--- src/gsba_pkg.sv ---
// Shared constants, types and codes for the square bin allocator.
`default_nettype none
package gsba_pkg;

	localparam int NUM_BINS = 1024;
	localparam int BIN_W    = $clog2(NUM_BINS);
	localparam int USED_W   = BIN_W + 1;
	localparam int IDX_W    = 11;

	localparam int SQ_W   = 13;
	localparam int ONE_W  = 7;
	localparam int SUB_W  = 7;
	localparam int LAT_W  = 15;
	localparam int LON_W  = 16;
	localparam int MAG_W  = 16;
	localparam int CNT_W  = 32;
	localparam int DATA_W = 56;

	localparam int QDEPTH = 2;
	localparam int QPTR_W = $clog2(QDEPTH);

	typedef enum logic [1:0] {
		MODE_1DEG   = 2'd0,
		MODE_2P5DEG = 2'd1,
		MODE_5DEG   = 2'd2,
		MODE_10DEG  = 2'd3
	} mode_t;

	typedef struct packed {
		logic [SQ_W-1:0]  square;
		logic [SUB_W-1:0] sub;
	} key_t;

	typedef struct packed {
		logic [IDX_W-1:0] bin_index;
		logic             bin_new;
		logic             went_overflow;
		logic [SUB_W-1:0] sub_key;
		logic [CNT_W-1:0] bin_count;
	} res_t;

endpackage
`default_nettype wire

--- src/gsba_queue.sv ---
// Short queue of keyed items between the front end and the bin search.
`default_nettype none
module gsba_queue import gsba_pkg::*; (
	input  wire logic clk,
	input  wire logic arst_n,
	input  wire logic push,
	input  wire key_t push_key,
	output logic      full,
	input  wire logic pop,
	output key_t      pop_key,
	output logic      empty
);

	key_t              mem_q [QDEPTH];
	logic [QPTR_W-1:0] wr_q, rd_q;
	logic [QPTR_W:0]   cnt_q;

	assign full    = cnt_q == (QPTR_W + 1)'(QDEPTH);
	assign empty   = cnt_q == '0;
	assign pop_key = mem_q[rd_q];

	always_ff @(posedge clk or negedge arst_n) begin
		if (!arst_n) begin
			wr_q  <= '0;
			rd_q  <= '0;
			cnt_q <= '0;
		end else begin
			if (push) begin
				wr_q <= (wr_q == QPTR_W'(QDEPTH - 1)) ? '0 : wr_q + 1'b1;
			end
			if (pop) begin
				rd_q <= (rd_q == QPTR_W'(QDEPTH - 1)) ? '0 : rd_q + 1'b1;
			end
			if (push && !pop) begin
				cnt_q <= cnt_q + 1'b1;
			end else if (pop && !push) begin
				cnt_q <= cnt_q - 1'b1;
			end
		end
	end

	always_ff @(posedge clk) begin
		if (push) begin
			mem_q[wr_q] <= push_key;
		end
	end

endmodule
`default_nettype wire

--- config.mk ---
export PLATFORM = sky130hd
export DESIGN_NAME = gsba_queue
export DESIGN_NICKNAME = d
export VERILOG_FILES = /design/src/gsba_pkg.sv /design/src/gsba_queue.sv
export SDC_FILE = /design/constraint.sdc
export NUM_CORES = 1
export LEC_CHECK = 0
export ABC_AREA = 1
export ABC_CLOCK_PERIOD_IN_PS = 1700
export BUFFER_PORTS_ARGS = -buffer_cell sky130_fd_sc_hd__buf_2
export CAP_MARGIN = 10
export CORE_MARGIN = 4
export CORE_UTILIZATION = 46
export CTS_BUF_LIST = sky130_fd_sc_hd__clkbuf_16
export CTS_CLUSTER_DIAMETER = 100
export DETAILED_ROUTE_END_ITERATION = 16
export GPL_TIMING_DRIVEN = 0
export HOLD_SLACK_MARGIN = 0.1
export PLACE_DENSITY = 0.74
export SLEW_MARGIN = 30
export SYNTH_ARGS = -nofsm -noshare
export SYNTH_HDL_FRONTEND = slang
export SYNTH_SLANG_ARGS = --single-unit
--- constraint.sdc ---
create_clock -name clk -period 1.7 [get_ports clk]
set_input_delay 0.255 -clock clk [delete_from_list [all_inputs] [get_ports clk]]
set_output_delay 0.255 -clock clk [all_outputs]
set_load 0.02 [all_outputs]
# --- After elaboration in Yosys (flattened, before gate mapping) ---
# Memories as Yosys holds them, arrays and structs flattened.
# Index checks and enable logic that the tools add are counted.
# W data, S select, Z words.
word_totals:
  memories: 1
  out_inout_bits: 22
  reg_bits: 4
  ram_bits: 40
  elab_cells: 21
mem_list:
  columns: ["memory", "depth", "word_bits", "rd", "rd_ports_with_merged_regs", "write_ports", "line", "rtl"]
  rows:
  - ["mem_q", 2, 20, 1, 0, 1, "gsba_queue.sv:14", "key_t mem_q [QDEPTH];"]
op_classes:
  reduce_logical: 6
  mux: 6
  eq_ne: 1
  n_addsub: 4
ops:
  columns: ["cell", "n"]
  rows:
  - ["$mux W1", 4]
  - ["$mux W2", 2]
  - ["$add A1 B1 Y1 const B", 2]
  - ["$add A2 B1 Y2 const B", 1]
  - ["$eq A2 B2 Y1 const B", 1]
  - ["$logic_and A1 B1 Y1", 2]
  - ["$logic_not A1 Y1", 2]
  - ["$logic_not A2 Y1", 1]
  - ["$reduce_bool A2 Y1", 1]
  - ["$sub A2 B1 Y2 const B", 1]

# --- Depth between registers and ports, before layout ---
# Gate-level depths: netlist (run 1).
depth:
  depth_word: 4
  depth_mapped: 7
  mapped_depth_nobuf: 7

# --- Worst setup path before layout (run 1) ---
# No wires, ideal clock.
synth_path:
  kind: "register -> register"
  from: "reg wr_q"
  to: "mem mem_q[0][0] (netlist name), enable pin"
  setup_ns: 0.397
  arrival_time_ns: 1.269
  required_time_ns: 1.303
  stages_incl_launch_ff: 2
  slack_ns: 0.034
  synth_period_minus_slack_ns: 1.666
  cell_sequence: "dfrtp_1 -> nor2_1"
synth_lines:
  columns: ["item", "line", "rtl"]
  rows:
  - ["start, declared", "gsba_queue.sv:15", "logic [QPTR_W-1:0] wr_q, rd_q;"]
  - ["start signal, assigned", "gsba_queue.sv:29", "wr_q <= (wr_q == QPTR_W'(QDEPTH - 1)) ? '0 : wr_q + 1'b1;"]
  - ["end, declared", "gsba_queue.sv:14", null]
# Straight into the memory's write port.

==> results of run 1 <==
[how the worst max path moves through the flow]
stage,startpoint,end,slack (ns),cells after the start
final,rd_q,pop_key[17],0.1,3
after global routing,rd_q,pop_key[17],0.04,3
after CTS,rd_q,pop_key[10],0.08,3
after detailed placement,wr_q,mem_q[1][14],0.24,2
after global placement,push,mem_q[0][14],-0.43,3
after floorplan,wr_q,mem_q[0][0],0.03,1
[cell type report]
cell class / instances / share of cell area (%)
multi-input combinational: 34 / 17.7
clock buffer: 5 / 5.78
buffer: 2 / 1.04
timing repair buffer: 46 / 10.9
tap: 46 / 2.66
clock inverter: 3 / 0.578
inverter: 7 / 1.21
sequential: 44 / 60.1
[cells in the mapped netlist, drive strengths merged]
cell type,number,share of area [%]
xor2,2,1.0
dfrtp,4,5.8
buf,2,1.3
nor2,3,0.65
ha,1,0.72
mux2,20,17
edfxtp,40,70
nand4,1,0.36
nand3,1,0.29
nand2,5,1.1
inv,7,1.5
xnor2,1,0.51
[through the flow]
stage,utilization [%],hold slack (ns),TNS (ns),instances
2_1_floorplan,-,-0.0406,0,87
3_3_place_gp,57.9,0.0666,-8.68,178
3_5_place_dp,58.2,0.0700,0,178
4_1_cts,62.4,0.155,0,187
5_1_grt,62.4,0.152,0,187
6_report,62.4,0.161,0,187
[worst register-to-register path, stage by stage, from the launching register on]
cell	delay, ns
dfrtp_1	0.42
nand2_1	0.07
inv_1	0.57
[report_power, final]
| part | leakage (nW) | switching (mW) | internal, mW | total [mW] |
|---|---|---|---|---|
| Combinational | 0.433 | 0.699 | 0.593 | 1.29 |
| Clock | 0.0762 | 0.344 | 0.529 | 0.874 |
| Sequential | 0.422 | 0.103 | 1.45 | 1.56 |
[timing repair]
item / 4_1_cts / 5_1_grt
hold buffers: 1 / 0
endpoints found under the hold margin: 4 / 0
resized for setup: 0 / 0
[layer usage]
| metal | vias up | part of all wire (%) |
|---|---|---|
| met2 | 30 | 55 |
| met5 | - | 0 |
| li1 | 427 | - |
| met3 | 6 | 6.4 |
| met1 | 429 | 36 |
| met4 | 0 | 2.4 |
[cell families after synthesis]
logic type               share of synthesized area, %
adder cells (fa/ha/maj)                         0.725
flip-flops                                       75.4
buffers and inverters                            2.83
AND/OR/NAND/NOR                                  2.39
multiplexers                                     17.2
XOR/XNOR                                         1.52
[flip-flops by register name, summed over array words and instances, names as in the netlist]
| name | cells |
|---|---|
| rd_q | 1 |
| wr_q | 1 |
| cnt_q | 2 |
| mem_q | 40 |
==> metrics.yaml, run 1 <==
critical_path:
  path_cells: "buf_6 > mux2_4 > buf_2"
  slowest_delay_ns: 0.39
  crit_fanout: 10
  rr_worst_depth: 2
  r2r_setup_slack_ns: 0.27
  crit_family: "flip-flops"
  critPathKind: "register to output port"
  reg2reg_from: "wr_q"
  crit_arrival_ns: 1.35
  critPathRequiredTime_ns: 1.44
  cp-start-kind: "register"
  worst_setup_path_end_kind: "output port"
  worstReg2RegEnd: "mem_q[1][8]"
  slowest_stage: "dfrtp_1"
  path_buf_inv: 2
global_routing:
  grt_pass1_wl_um: 4400
  grtUsageTotal_pct: 12.4
  use_met3_pct: 4.93
  grt-busiest-layer: "met2"
  grt-ovfl-total: 0
  grt_use_met1_pct: 11.9
  grt_pass1_vias: 935
  grt_use_met2_pct: 22.1
  grt_max_degree: 21
  antenna_found_initial: 0
route:
  wl_um: 2700
  drt_iter0_drc: 33
  dr.pass1.iters: 4
  vias: 892
  drt-vias-per-instance: 4.77
  drc: 0
  wl_per_cell_um: 14.5
  postRouteAntennaNets: 0
pwr:
  leakage_nw: 0.932
  powerDensity_mw_per_mm2: 1720
  peakVddDrop_v: 0.000920
  design_power_total_mw: 3.72
final_layout:
  final_cell_area_mm2: 0.00216
  n_antenna_cell: 0
  regArea_mm2: 0.00130
  area_growth_pct: 25.4
  layout_commonest_cell: "buf_2"
  fillers: 291
  multiInputGateArea_um2: 384
  layout_common_cells: "45 x buf_2, 40 x edfxtp_1, 19 x mux2_4"
  finalNetCount: 165
  final_layout_size_suffix_gt1_share_pct: 52.5
sta:
  rsz0062_at_grt: "no"
  final_hold_viol_count: 0
  skew_ns: 0.00512
  final_max_slew_viol_count: 0
  maxSlewHeadroom_pct: 48.0
  setup_viol: 0
  fin_ws_ns: 0.0972
  finalCritPeriodShare_pct: 94.3
  max_freq_mhz: 624
  fin_crit_ns: 1.60
  tightestPinTransition_ns: 0.779
min_path:
  hp-start: "push_key[1]"
  hold_path_class: "input pin to register"
  hold_end: "mem_q[1][1]"
  hold_depth: 1
clock_network:
  root_buffer: "clkbuf_16"
  cts.sinks: 44
  htreeDepth: 2
  clk_latency_ns: 0.28
  postCtsSetupRepairBufs: 0
  tritoncts: "built"
  clockBufferDepth: 2
  cts_buffers: 5
  clkTransAtPathRegs_ns: 0.05
floorplanning:
  row_count: 21
  io_pins: 46
  fp.dieArea_mm2: 0.00480
  coreArea_mm2: 0.00347
  start_util_pct: 49.8
  die_y_um: 69.3
  die_w_um: 69.3
synthesis:
  synth_seq_area_share_pct: 75.4
  synth_nets: 112
  yosys_warnings: 0
  synthDistinctLibCells: 13
  syn_inst: 87
  avgSynthCellArea_um2: 19.8
  ys_seq_elements: 44
  synth_area_mm2: 0.00173
placement:
  dpl.hpwl_um: 1960
  gp_congestion: 0.651
  io_buffer_count: 45
  postPlaceCellArea_mm2: 0.00202
  post-place-ws_ns: 0.241
run_status:
  status: "finished clean"
flow_run:
  drv_cap: 0
No activity file was read; power rests on OpenSTA's default activity.
==> run 2, diff against run 1 <==
- RECOVER_POWER: not set -> 25
==> run 2 against run 1 <==
  * Sequential power about the same
  * Combinational power about the same
  * Setup slack improved by 0.00093 ns
  * Register-to-register slack about the same
  * Flip-flop and latch count unchanged
  * Cell area decreased by 0.29%
  * Wire length about the same
  * Cell count unchanged
  * Clock-buffer cell count unchanged
  * First-iteration DRC count decreased by 18%
  * Critical path type unchanged
  * Critical endpoint unchanged
  * Largest cell class unchanged
  * Largest power group unchanged
==> metrics.yaml, run 2 (synthesis gave the netlist of run 1 again) <==
clock_network:
  tritoncts: "built"
  clkTransAtPathRegs_ns: 0.05
  root_buffer: "clkbuf_16"
  cts_buffers: 5
  clockBufferDepth: 2
  htreeDepth: 2
  cts_resized: 0
  cts.sinks: 44
  clk_latency_ns: 0.28
flow_run:
  drv_cap: 0
pwr:
  leakage_nw: 0.918
  peakVddDrop_v: 0.000922
  powerDensity_mw_per_mm2: 1720
final_layout:
  final_cells: 187
  largest_reg_flops: 40
  n_antenna_cell: 0
  fillers: 292
  final_cell_area_mm2: 0.00216
  layout_common_cells: "40 x buf_2, 40 x edfxtp_1, 19 x mux2_4"
  area_growth_pct: 25.0
  regMostFlops: "mem_q"
  finalNetCount: 165
  final_layout_size_suffix_gt1_share_pct: 48.9
  top_regs: "mem_q x40, cnt_q x2"
sta:
  setup_viol: 0
  finalCritPeriodShare_pct: 94.2
  final_hold_viol_count: 0
  fin_crit_ns: 1.60
  maxSlewHeadroom_pct: 48.2
  final_max_slew_viol_count: 0
  skew_ns: 0.00471
  tightestPinTransition_ns: 0.776
  rsz0062_at_grt: "no"
  max_freq_mhz: 624
critical_path:
  crit_fanout: 10
  slowest_delay_ns: 0.39
  cp-start-kind: "register"
  crit_arrival_ns: 1.35
  path_cells: "buf_6 > mux2_4 > buf_2"
  worst_setup_path_end_kind: "output port"
  critPathKind: "register to output port"
  path_buf_inv: 2
  slowest_stage: "dfrtp_1"
  critPathRequiredTime_ns: 1.44
  crit_family: "flip-flops"
global_routing:
  grt-ovfl-total: 0
  grtUsageTotal_pct: 12.4
  grt_pass1_wl_um: 4400
  grt_max_degree: 21
  grt_pass1_vias: 935
  antenna_found_initial: 0
floorplanning:
  coreArea_mm2: 0.00347
  die_y_um: 69.3
  start_util_pct: 49.8
  die_w_um: 69.3
  row_count: 21
  io_pins: 46
  fp.dieArea_mm2: 0.00480
route:
  drt_iter0_drc: 27
  postRouteAntennaNets: 0
  wl_per_cell_um: 14.4
  wl_um: 2700
  drc: 0
  vias: 891
  dr.pass1.iters: 4
  drt-vias-per-instance: 4.76
placement:
  dp.cells: 178
  gp_congestion: 0.651
  io_buffer_count: 45
  postPlaceCellArea_mm2: 0.00202
  dpl.hpwl_um: 1960
min_path:
  hold_path_class: "input pin to register"
run_status:
  status: "finished clean"
-- run 2: through the flow --
stage               utilization, %  setup slack [ns]  hold WS, ns  total power, mW  setup TNS (ns)
detailed placement            58.2             0.241       0.0700             2.90               0
floorplan                        -            0.0340      -0.0406             2.53               0
CTS                           62.4            0.0834        0.155             3.78               0
global placement              57.9            -0.434       0.0666             2.85           -8.68
global route                  62.2            0.0440        0.152             3.92               0
finish                        62.2            0.0981        0.161             3.72               0
-- run 2: routing by layer --
layer	vias to the layer above	wire length (um)	track usage (%)
li1	428	-	-
met1	429	965	11.9
met2	28	1500	22.1
met3	6	171	4.93
met4	0	66	7.16
met5	-	0	0
-- run 2: layout make-up --
class	count	area [um^2]	share of cell area, %
Tap cell	46	57.6	2.67
Multi-Input combinational cell	34	384	17.8
Sequential cell	44	1300	60.3
Timing Repair Buffer	46	229	10.6
Clock buffer	5	125	5.80
Buffer	2	22.5	1.04
Clock inverter	3	12.5	0.580
Inverter	7	26.3	1.22
-- run 2: repair_timing --
action,in CTS,in global routing
hold buffers,1,0
buffers inserted,0,0
hold endpoints to repair,4,0
setup endpoints to repair,0,0
-- run 2: final timing paths --
kind	from	to	slack, ns	depth (start not counted)
min in group asynchronous	arst_n	rd_q	0.31	2
setup reg to reg	wr_q	mem_q[1][8]	0.27	2
hold / removal	push_key[1]	mem_q[1][1]	0.16	1
setup / recovery	rd_q	pop_key[17]	0.1	3
max in group asynchronous	arst_n	wr_q	1.26	2
hold reg to reg	cnt_q[1]	cnt_q[1]	0.52	2
-- run 2: report_power, final --
group	total, mW	switching [mW]	leakage, nW	internal, mW
Combinational	1.29	0.698	0.420	0.591
Sequential	1.56	0.103	0.422	1.45
Clock	0.873	0.344	0.0762	0.529
-- run 2: worst register-to-register path, cell delays in order, from the launching register on --
cell     delay, ns
dfrtp_1       0.42
nand2_1       0.07
inv_1         0.57
