===== config.mk =====
export PLATFORM = sky130hd
export DESIGN_NAME = gsba_front
export DESIGN_NICKNAME = d
export VERILOG_FILES = /design/src/gsba_pkg.sv /design/src/gsba_front.sv
export SDC_FILE = /design/constraint.sdc
export NUM_CORES = 1
export LEC_CHECK = 0
export BUFFER_PORTS_ARGS = -buffer_cell sky130_fd_sc_hd__clkbuf_2
export CAP_MARGIN = 20
export CORE_MARGIN = 2
export CORE_UTILIZATION = 50
export CTS_CLUSTER_SIZE = 28
export DETAILED_ROUTE_END_ITERATION = 6
export GPL_ROUTABILITY_DRIVEN = 0
export PLACE_DENSITY = 0.78
export SKIP_LAST_GASP = 1
export SYNTH_ARGS = -nofsm -noshare
export SYNTH_HDL_FRONTEND = slang
export SYNTH_SLANG_ARGS = --single-unit

===== constraint.sdc =====
create_clock -name clk -period 19.68 [get_ports clk]
set_input_delay 1.968 -clock clk [delete_from_list [all_inputs] [get_ports clk]]
set_output_delay 1.968 -clock clk [all_outputs]
set_load 0.05 [all_outputs]

===== src/gsba_pkg.sv =====
// Shared constants, types and codes for the square bin allocator.
`default_nettype none
package gsba_pkg;

	localparam int NUM_BINS = 1024;
	localparam int BIN_W    = $clog2(NUM_BINS);
	localparam int USED_W   = BIN_W + 1;
	localparam int IDX_W    = 11;

	localparam int SQ_W   = 13;
	localparam int ONE_W  = 7;
	localparam int SUB_W  = 7;
	localparam int LAT_W  = 15;
	localparam int LON_W  = 16;
	localparam int MAG_W  = 16;
	localparam int CNT_W  = 32;
	localparam int DATA_W = 56;

	localparam int QDEPTH = 2;
	localparam int QPTR_W = $clog2(QDEPTH);

	typedef enum logic [1:0] {
		MODE_1DEG   = 2'd0,
		MODE_2P5DEG = 2'd1,
		MODE_5DEG   = 2'd2,
		MODE_10DEG  = 2'd3
	} mode_t;

	typedef struct packed {
		logic [SQ_W-1:0]  square;
		logic [SUB_W-1:0] sub;
	} key_t;

	typedef struct packed {
		logic [IDX_W-1:0] bin_index;
		logic             bin_new;
		logic             went_overflow;
		logic [SUB_W-1:0] sub_key;
		logic [CNT_W-1:0] bin_count;
	} res_t;

endpackage
`default_nettype wire


===== src/gsba_front.sv =====
// Front end: accepts stations, holds the mode register and builds the bin key.
`default_nettype none
module gsba_front import gsba_pkg::*; (
	input  wire logic             clk,
	input  wire logic             arst_n,
	input  wire logic             cfg_valid,
	output logic                  cfg_ready,
	input  wire logic [1:0]       cfg_data,
	input  wire logic             in_valid,
	output logic                  in_ready,
	input  wire logic [SQ_W-1:0]  in_square,
	input  wire logic [ONE_W-1:0] in_one,
	input  wire logic [LAT_W-1:0] in_lat,
	input  wire logic [LON_W-1:0] in_lon,
	output logic                  push,
	output key_t                  push_key,
	input  wire logic             full
);

	localparam int Q_W         = 7;
	localparam int RECIP_W     = 11;
	localparam int RECIP_1000  = 1048;  // floor(2^20 / 1000), never overestimates
	localparam int RECIP_SH    = 20;
	localparam int THOUSAND    = 1000;
	localparam int CELL_SIZE   = 250;   // 25 tenths of a degree, in hundredths
	localparam int CELLS_ROW   = 4;
	localparam int TEN         = 10;
	localparam int RECIP_10    = 205;
	localparam int HALF_DIGIT  = 5;
	localparam int HALF_SQUARE = 50;
	localparam int PROD_W      = MAG_W + RECIP_W;
	localparam int REM_W       = MAG_W + 1;

	mode_t               mode_q;
	logic                v_s1;
	logic [SQ_W-1:0]     sq_s1;
	logic [ONE_W-1:0]    one_s1;
	logic [MAG_W-1:0]    lat_mag_s1, lon_mag_s1;
	logic [Q_W-1:0]      lat_q_s1, lon_q_s1;

	logic                accept;
	logic signed [MAG_W-1:0] lat_ext;
	logic signed [MAG_W:0]   lon_ext;
	logic [MAG_W-1:0]    lat_mag, lon_mag;
	logic [PROD_W-1:0]   lat_prod, lon_prod;
	logic [1:0]          lat_cell, lon_cell;
	logic [14:0]         one_prod;
	logic [3:0]          one_tens;
	logic [ONE_W-1:0]    one_units;
	logic [SUB_W-1:0]    sub;

	// Position of a magnitude within its 10-degree square, in quarters.
	function automatic logic [1:0] quarter(input logic [MAG_W-1:0] mag,
	                                       input logic [Q_W-1:0] q);
		logic [REM_W-1:0] r;
		begin
			r = REM_W'(mag) - REM_W'(REM_W'(q) * REM_W'(THOUSAND));
			if (r >= REM_W'(THOUSAND)) begin
				r = r - REM_W'(THOUSAND);
			end
			if (r >= REM_W'(3 * CELL_SIZE)) begin
				quarter = 2'd3;
			end else if (r >= REM_W'(2 * CELL_SIZE)) begin
				quarter = 2'd2;
			end else if (r >= REM_W'(CELL_SIZE)) begin
				quarter = 2'd1;
			end else begin
				quarter = 2'd0;
			end
		end
	endfunction

	assign cfg_ready = 1'b1;
	assign push      = v_s1 && !full;
	assign in_ready  = !v_s1 || !full;
	assign accept    = in_valid && in_ready;

	assign lat_ext  = MAG_W'(signed'(in_lat));
	assign lon_ext  = (MAG_W + 1)'(signed'(in_lon));
	assign lat_mag  = lat_ext[MAG_W-1] ? MAG_W'(-lat_ext) : lat_ext;
	assign lon_mag  = lon_ext[MAG_W] ? MAG_W'(-lon_ext) : lon_ext[MAG_W-1:0];
	assign lat_prod = PROD_W'(lat_mag) * PROD_W'(RECIP_1000);
	assign lon_prod = PROD_W'(lon_mag) * PROD_W'(RECIP_1000);

	always_ff @(posedge clk or negedge arst_n) begin
		if (!arst_n) begin
			mode_q <= MODE_10DEG;
			v_s1   <= 1'b0;
		end else begin
			if (cfg_valid) begin
				mode_q <= mode_t'(cfg_data);
			end
			if (accept) begin
				v_s1 <= 1'b1;
			end else if (push) begin
				v_s1 <= 1'b0;
			end
		end
	end

	always_ff @(posedge clk) begin
		if (accept) begin
			sq_s1      <= in_square;
			one_s1     <= in_one;
			lat_mag_s1 <= lat_mag;
			lon_mag_s1 <= lon_mag;
			lat_q_s1   <= lat_prod[RECIP_SH +: Q_W];
			lon_q_s1   <= lon_prod[RECIP_SH +: Q_W];
		end
	end

	assign lat_cell  = quarter(lat_mag_s1, lat_q_s1);
	assign lon_cell  = quarter(lon_mag_s1, lon_q_s1);
	assign one_prod  = 15'(one_s1) * 15'(RECIP_10);
	assign one_tens  = one_prod[14:11];
	assign one_units = one_s1 - ONE_W'(ONE_W'(one_tens) * ONE_W'(TEN));

	always_comb begin
		unique case (mode_q)
			MODE_1DEG:   sub = one_s1;
			MODE_2P5DEG: sub = SUB_W'(SUB_W'(lat_cell) * SUB_W'(CELLS_ROW))
			                   + SUB_W'(lon_cell);
			MODE_5DEG:   sub = SUB_W'({(one_s1 >= ONE_W'(HALF_SQUARE)),
			                           (one_units >= ONE_W'(HALF_DIGIT))});
			MODE_10DEG:  sub = '0;
			default:     sub = '0;
		endcase
	end

	assign push_key.square = sq_s1;
	assign push_key.sub    = sub;

endmodule
`default_nettype wire


### After elaboration in Yosys (flattened, before gate mapping)

Cells that the tools add are included.

| storage, ports and cells | value |
|---|---|
| bits of input ports | 58 |
| word-level logic and storage cells | 55 |
| output and inout bits | 23 |
| flip-flop bits (word level) | 69 |

| operators by class | value |
|---|---|
| magnitude comparators | 10 |
| $add $sub $neg | 8 |
| $mul | 6 |
| reductions and logical operators | 7 |
| equality and inequality tests | 3 |
| mux-type cells | 13 |

Operators with widths:

| kind | number |
|---|---|
| 17-bit by 10-bit >= comparator with 1-bit output (second input constant) | 4 |
| 16-bit by 8-bit multiplier with 24-bit output (second input constant) | 2 |
| 17-bit by 8-bit >= comparator with 1-bit output (second input constant) | 2 |
| 17-bit by 9-bit >= comparator with 1-bit output (second input constant) | 2 |
| 17-bit 2-to-1 mux | 2 |
| 16-bit by 17-bit subtractor with 17-bit output | 2 |
| 17-bit by 10-bit subtractor with 17-bit output (second input constant) | 2 |
| 16-bit 2-to-1 mux | 2 |
| 7-bit by 7-bit multiplier with 14-bit output (second input constant) | 2 |
| 7-bit one-hot mux with 4 select lines | 1 |
| 15-bit negator with 16-bit output | 1 |
| 16-bit negator | 1 |
| 7-bit by 8-bit multiplier with 15-bit output (second input constant) | 1 |
| 2-bit 2-to-1 mux | 4 |
| 7-bit by 3-bit >= comparator with 1-bit output (second input constant) | 1 |
| 7-bit by 6-bit >= comparator with 1-bit output (second input constant) | 1 |
| 7-bit subtractor | 1 |
| 4-bit by 3-bit multiplier with 6-bit output (second input constant) | 1 |
| 4-bit by 2-bit adder with 5-bit output | 1 |
| 2-bit == test (second input constant) | 2 |
| 1-bit 2-to-1 mux | 4 |
| 2-bit by 1-bit == test with 1-bit output (second input constant) | 1 |
| 1-bit logical AND | 2 |
| 1-bit logical NOT | 2 |
| 3 further kinds | 3 |

### Depth between registers and ports, before layout

| logic depth | value |
|---|---|
| depth after elaboration | 10 |
| gate-level depth with buffers | 30 |
| mapped depth without buffers | 30 |

### Worst setup path before layout

OpenSTA, ideal clock, no wires.

| path | value |
|---|---|
| kind | reg-to-output |
| start point | register lat_q_s1[0] |
| end point | output push_key[3] (netlist bit) |
| path buffers | 1 |
| data required time | 17.712 ns |
| stages on the path, launching flop included | 26 |
| setup slack | 10.752 ns |
| arrival time | 6.960 ns |
| path through | edfxtp_1 > fa_1 > inv_1 > fa_1 > fa_1 > fa_1 > inv_1 > ha_1 > o21a_1 > o31a_1 > o41ai_1 > nand2b_1 > xnor2_1 > ha_1 > clkbuf_1 > a21oi_1 > o21ai_0 > or3_1 > nand4_1 > nand2_1 > mux2_2 > nor2_2 > mux2_2 > nor2_1 > a21oi_1 > nor3_1 |

RTL lines:

| element | RTL line | source |
|---|---|---|
| start: declaration | gsba_front.sv:39 | `logic [Q_W-1:0] lat_q_s1, lon_q_s1;` |
| start signal: assignment | gsba_front.sv:107 | `lat_q_s1 <= lat_prod[RECIP_SH +: Q_W];` |
| end: declaration | gsba_front.sv:16 | `output key_t push_key,` |

==> impl_metrics.csv <==
group,metric,value,unit
detailed_routing,wirelength,22080,um
worst_setup_path,startpoint_type,"flop",
global_route,grt_max_degree,67,
worst_setup_path,max_stage_delay,0.85,ns
detailed_routing,drt_pre_antenna_iters,5,
synth,yosysSeqAreaShare,18.76,%
worst_setup_path,r2r_cells,3,
worst_setup_path,rr_endpoint,"lon_q_s1[4]",
worst_setup_path,criticalPathCategory,"reg2out",
sta,period_share,48.18,%
sta,setup_violations,0,
synth,synth_top_family_by_area,"adder cells",
synth,yosysTopAreaCell,"ha_1",
synth,synthesis.area,10980,um^2
worst_setup_path,cp_top_family,"compound AO/OA/AOI/OAI gates",
floorplanning,die_y,152.2,um
sta,setup_tns,0,ns
worst_hold_path,min_path_type,"reg2reg",
cts,clockBufferDepth,2,
global_route,grt_pass1_vias,8342,
worst_setup_path,cp.arrival,7.51,ns
floorplanning,num_rows,54,
place,hpwl,18730,um
global_route,grt_pass1_wl,37900,um
cts,htree_levels,3,
sta,max_freq,0.1055,GHz
synth,synthMuxAreaShare,1.060,%
sta,worst_pin_slew,1.083,ns
worst_setup_path,cp_slowest_cell,"o21ai_1",
cells_and_area,syn_to_final_growth,8.972,%
synth,synth_area_leaders,"ha_1 (27%), edfxtp_1 (18%), fa_1 (12%)",
synth,syn_area_per_cell,9.445,um^2
floorplanning,io_pins,81,
detailed_routing,ant_nets,0,
detailed_routing,viasPerCell,5.445,
sta,slew_violations,0,
floorplanning,dieWidth,152.2,um
cts,cts_resized,0,
worst_hold_path,hold_end,"v_s1",
cells_and_area,diodes,0,
global_route,antenna_found_initial,0,
sta,hold_viol_final,0,
synth,synthSimpleGateAreaFrac,11.86,%
detailed_routing,drc_errors,0,
detailed_routing,drt_first_iter_violations,571,
synth,synth-async-reset-ratio,4.348,%
global_route,grt_usage,19.51,%
sta,max_slew_margin,27.32,%
cts,postCtsSetupBuffers,0,
cts,root_buffer,"clkbuf_16",
detailed_routing,via_count,8304,
cells_and_area,nNetsFinal,1598,
sta,skew,0.01107,ns
worst_setup_path,r2r_slack,17.99,ns
detailed_routing,wl_per_cell,14.48,um
synth,syn_inst,1162,
worst_setup_path,setup.worst_path.end_class,"primary output",
floorplanning,start_util,50.61,%
synth,netlist.area_leader.share,26.68,%
cells_and_area,drive_gt1_share,10.20,%
run_status,outcome,"complete, no violations",
worst_hold_path,hold_depth,2,
synth,synth_edf_count,66,
synth,synth_compound_area_share,15.07,%
synth,ys.flop_type,"edfxtp_1",
cts,clkTransAtPathRegs,0.06,ns
worst_setup_path,critPathMaxFanout,11,
synth,synthXorXnorAreaFrac,6.384,%
worst_setup_path,path_buf_inv,3,
global_route,grt-ovfl-total,0,
run,cap_violations,0,
cts,tritoncts,"built",
cts,clk_latency,0.35,ns
floorplanning,die_area,23150,um^2
synth,yosysWarnings,0,
cts,cts_buffers,9,
synth,synth-adder-area-share,38.71,%
worst_setup_path,critPathRequiredTime,17.71,ns
floorplanning,core_area,21690,um^2
cells_and_area,utilization,55.15,%
worst_setup_path,crit_path_frequent_cell,"fa_1",
sta,rsz0062_at_grt,"false",
cts,cts.sinks,69,
synth,synth-seq-cells,69,
worst_setup_path,r2r_start,"v_s1",
worst_hold_path,hold_start,"v_s1",
cts,cts_hold_buf,0,
synth,synth_cell_types,80,
place,io_buffers,79,
sta,period_needed,9.482,ns
==> metrics by stage <==
stage | hold WS, ns | area [um^2] | setup slack [ns] | cells
final | 0.5228 | 11960 | 10.20 | 1525
after global routing | 0.5671 | 11960 | 9.734 | 1525
after CTS | 0.5274 | 11960 | 10.20 | 1525
after detailed placement | 0.5103 | 11660 | 10.58 | 1509
after global placement | 0.4997 | 11660 | 10.79 | 1509
after floorplan | 0.6971 | 10980 | 10.75 | 1164
==> sequential cells by signal, indices dropped and copies added (netlist names) <==
signal,flops
lat_mag_s1,16
lon_mag_s1,16
sq_s1,13
lat_q_s1,7
lon_q_s1,7
one_s1,7
mode_q,2
v_s1,1
==> layer usage <==
layer  vias to the layer above  GRT usage [%]  part of all wire (%)
li1                       4222              -                     -
met1                      3887          25.70                    47
met2                       175          33.72                    47
met3                        20          2.873                   4.4
met4                         0          5.118                   1.4
met5                         -              0                     0
==> cell families (layout without fill, tap and decap cells) <==
kind of cell             Yosys count  in the layout
multiplexers                      11             11
XOR/XNOR                          80             80
AND/OR/NAND/NOR                  239            239
AO/OA/AOI/OAI                    230            230
adder cells (fa/ha/maj)          300            300
buffers and inverters            231            312
flip-flops                        69             69
other                              2              4
==> cell usage after synthesis, types with 4 or more instances <==
cell type	instances
edfxtp_1	66
nor3_1	31
nand4_1	5
o21bai_1	11
mux2_2	5
nor2_1	50
a31oi_1	11
nor2b_1	16
a211oi_1	9
a21boi_0	5
nand3_1	9
o211a_1	4
or4_1	6
nor3b_1	7
o21a_1	14
clkbuf_1	8
a21oi_1	42
o41ai_1	5
a21o_1	23
o31a_1	4
nor4b_1	4
or3_1	9
ha_1	234
o31ai_1	10
fa_1	66
o21ai_0	36
inv_1	216
nand2b_1	15
xor2_1	29
mux2i_1	6
xnor2_1	51
nor4_1	8
nand3b_1	5
o211ai_1	12
or2_2	8
and2_1	5
nand2_1	40
and3_1	7
==> how the worst max path moves through the flow <==
stage | startpoint | to | slack (ns) | depth (start not counted)
after global placement | lon_q_s1[0] | push_key[0] | 10.79 | 24
after global routing | lon_q_s1[0] | push_key[0] | 9.73 | 26
after CTS | lon_q_s1[0] | push_key[0] | 10.20 | 26
final | lon_q_s1[0] | push_key[0] | 10.20 | 26
after detailed placement | lon_q_s1[0] | push_key[0] | 10.58 | 26
after floorplan | lat_q_s1[0] | push_key[3] | 10.75 | 25
==> worst register-to-register path, cell delays in order, from the launching register on <==
cell and delay [ns]:
dfrtp_1 0.37, nand2_1 0.09, and2_2 0.15, buf_4 0.65
==> cell usage in the layout, fill, tap and decap left out, types with 12 or more instances in the layout <==
cell | Yosys | layout
nor2b_1 | 16 | 16
o21a_1 | 14 | 14
edfxtp_1 | 66 | 66
xnor2_1 | 51 | 51
inv_1 | 216 | 216
o211ai_1 | 12 | 12
a21oi_1 | 42 | 42
clkbuf_2 | 1 | 79
xor2_1 | 29 | 29
fa_1 | 66 | 66
a21o_1 | 23 | 23
ha_1 | 234 | 234
nor3_1 | 31 | 31
o21ai_0 | 36 | 36
nand2b_1 | 15 | 15
nand2_1 | 40 | 40
nor2_1 | 50 | 50
==> cell type report <==
type	count	area [um^2]
fillers	1858	9728
well taps	280	350.3
repair buffers	80	402.9
clock buffers	10	229.0
inverters	216	810.8
multi-input cells	864	8038
clock inverters	6	70.07
flip-flops and latches	69	2059
Power is left out: the tool's default activity adds up to more than one toggle a clock period on the data nets, which glitch-free logic cannot reach.
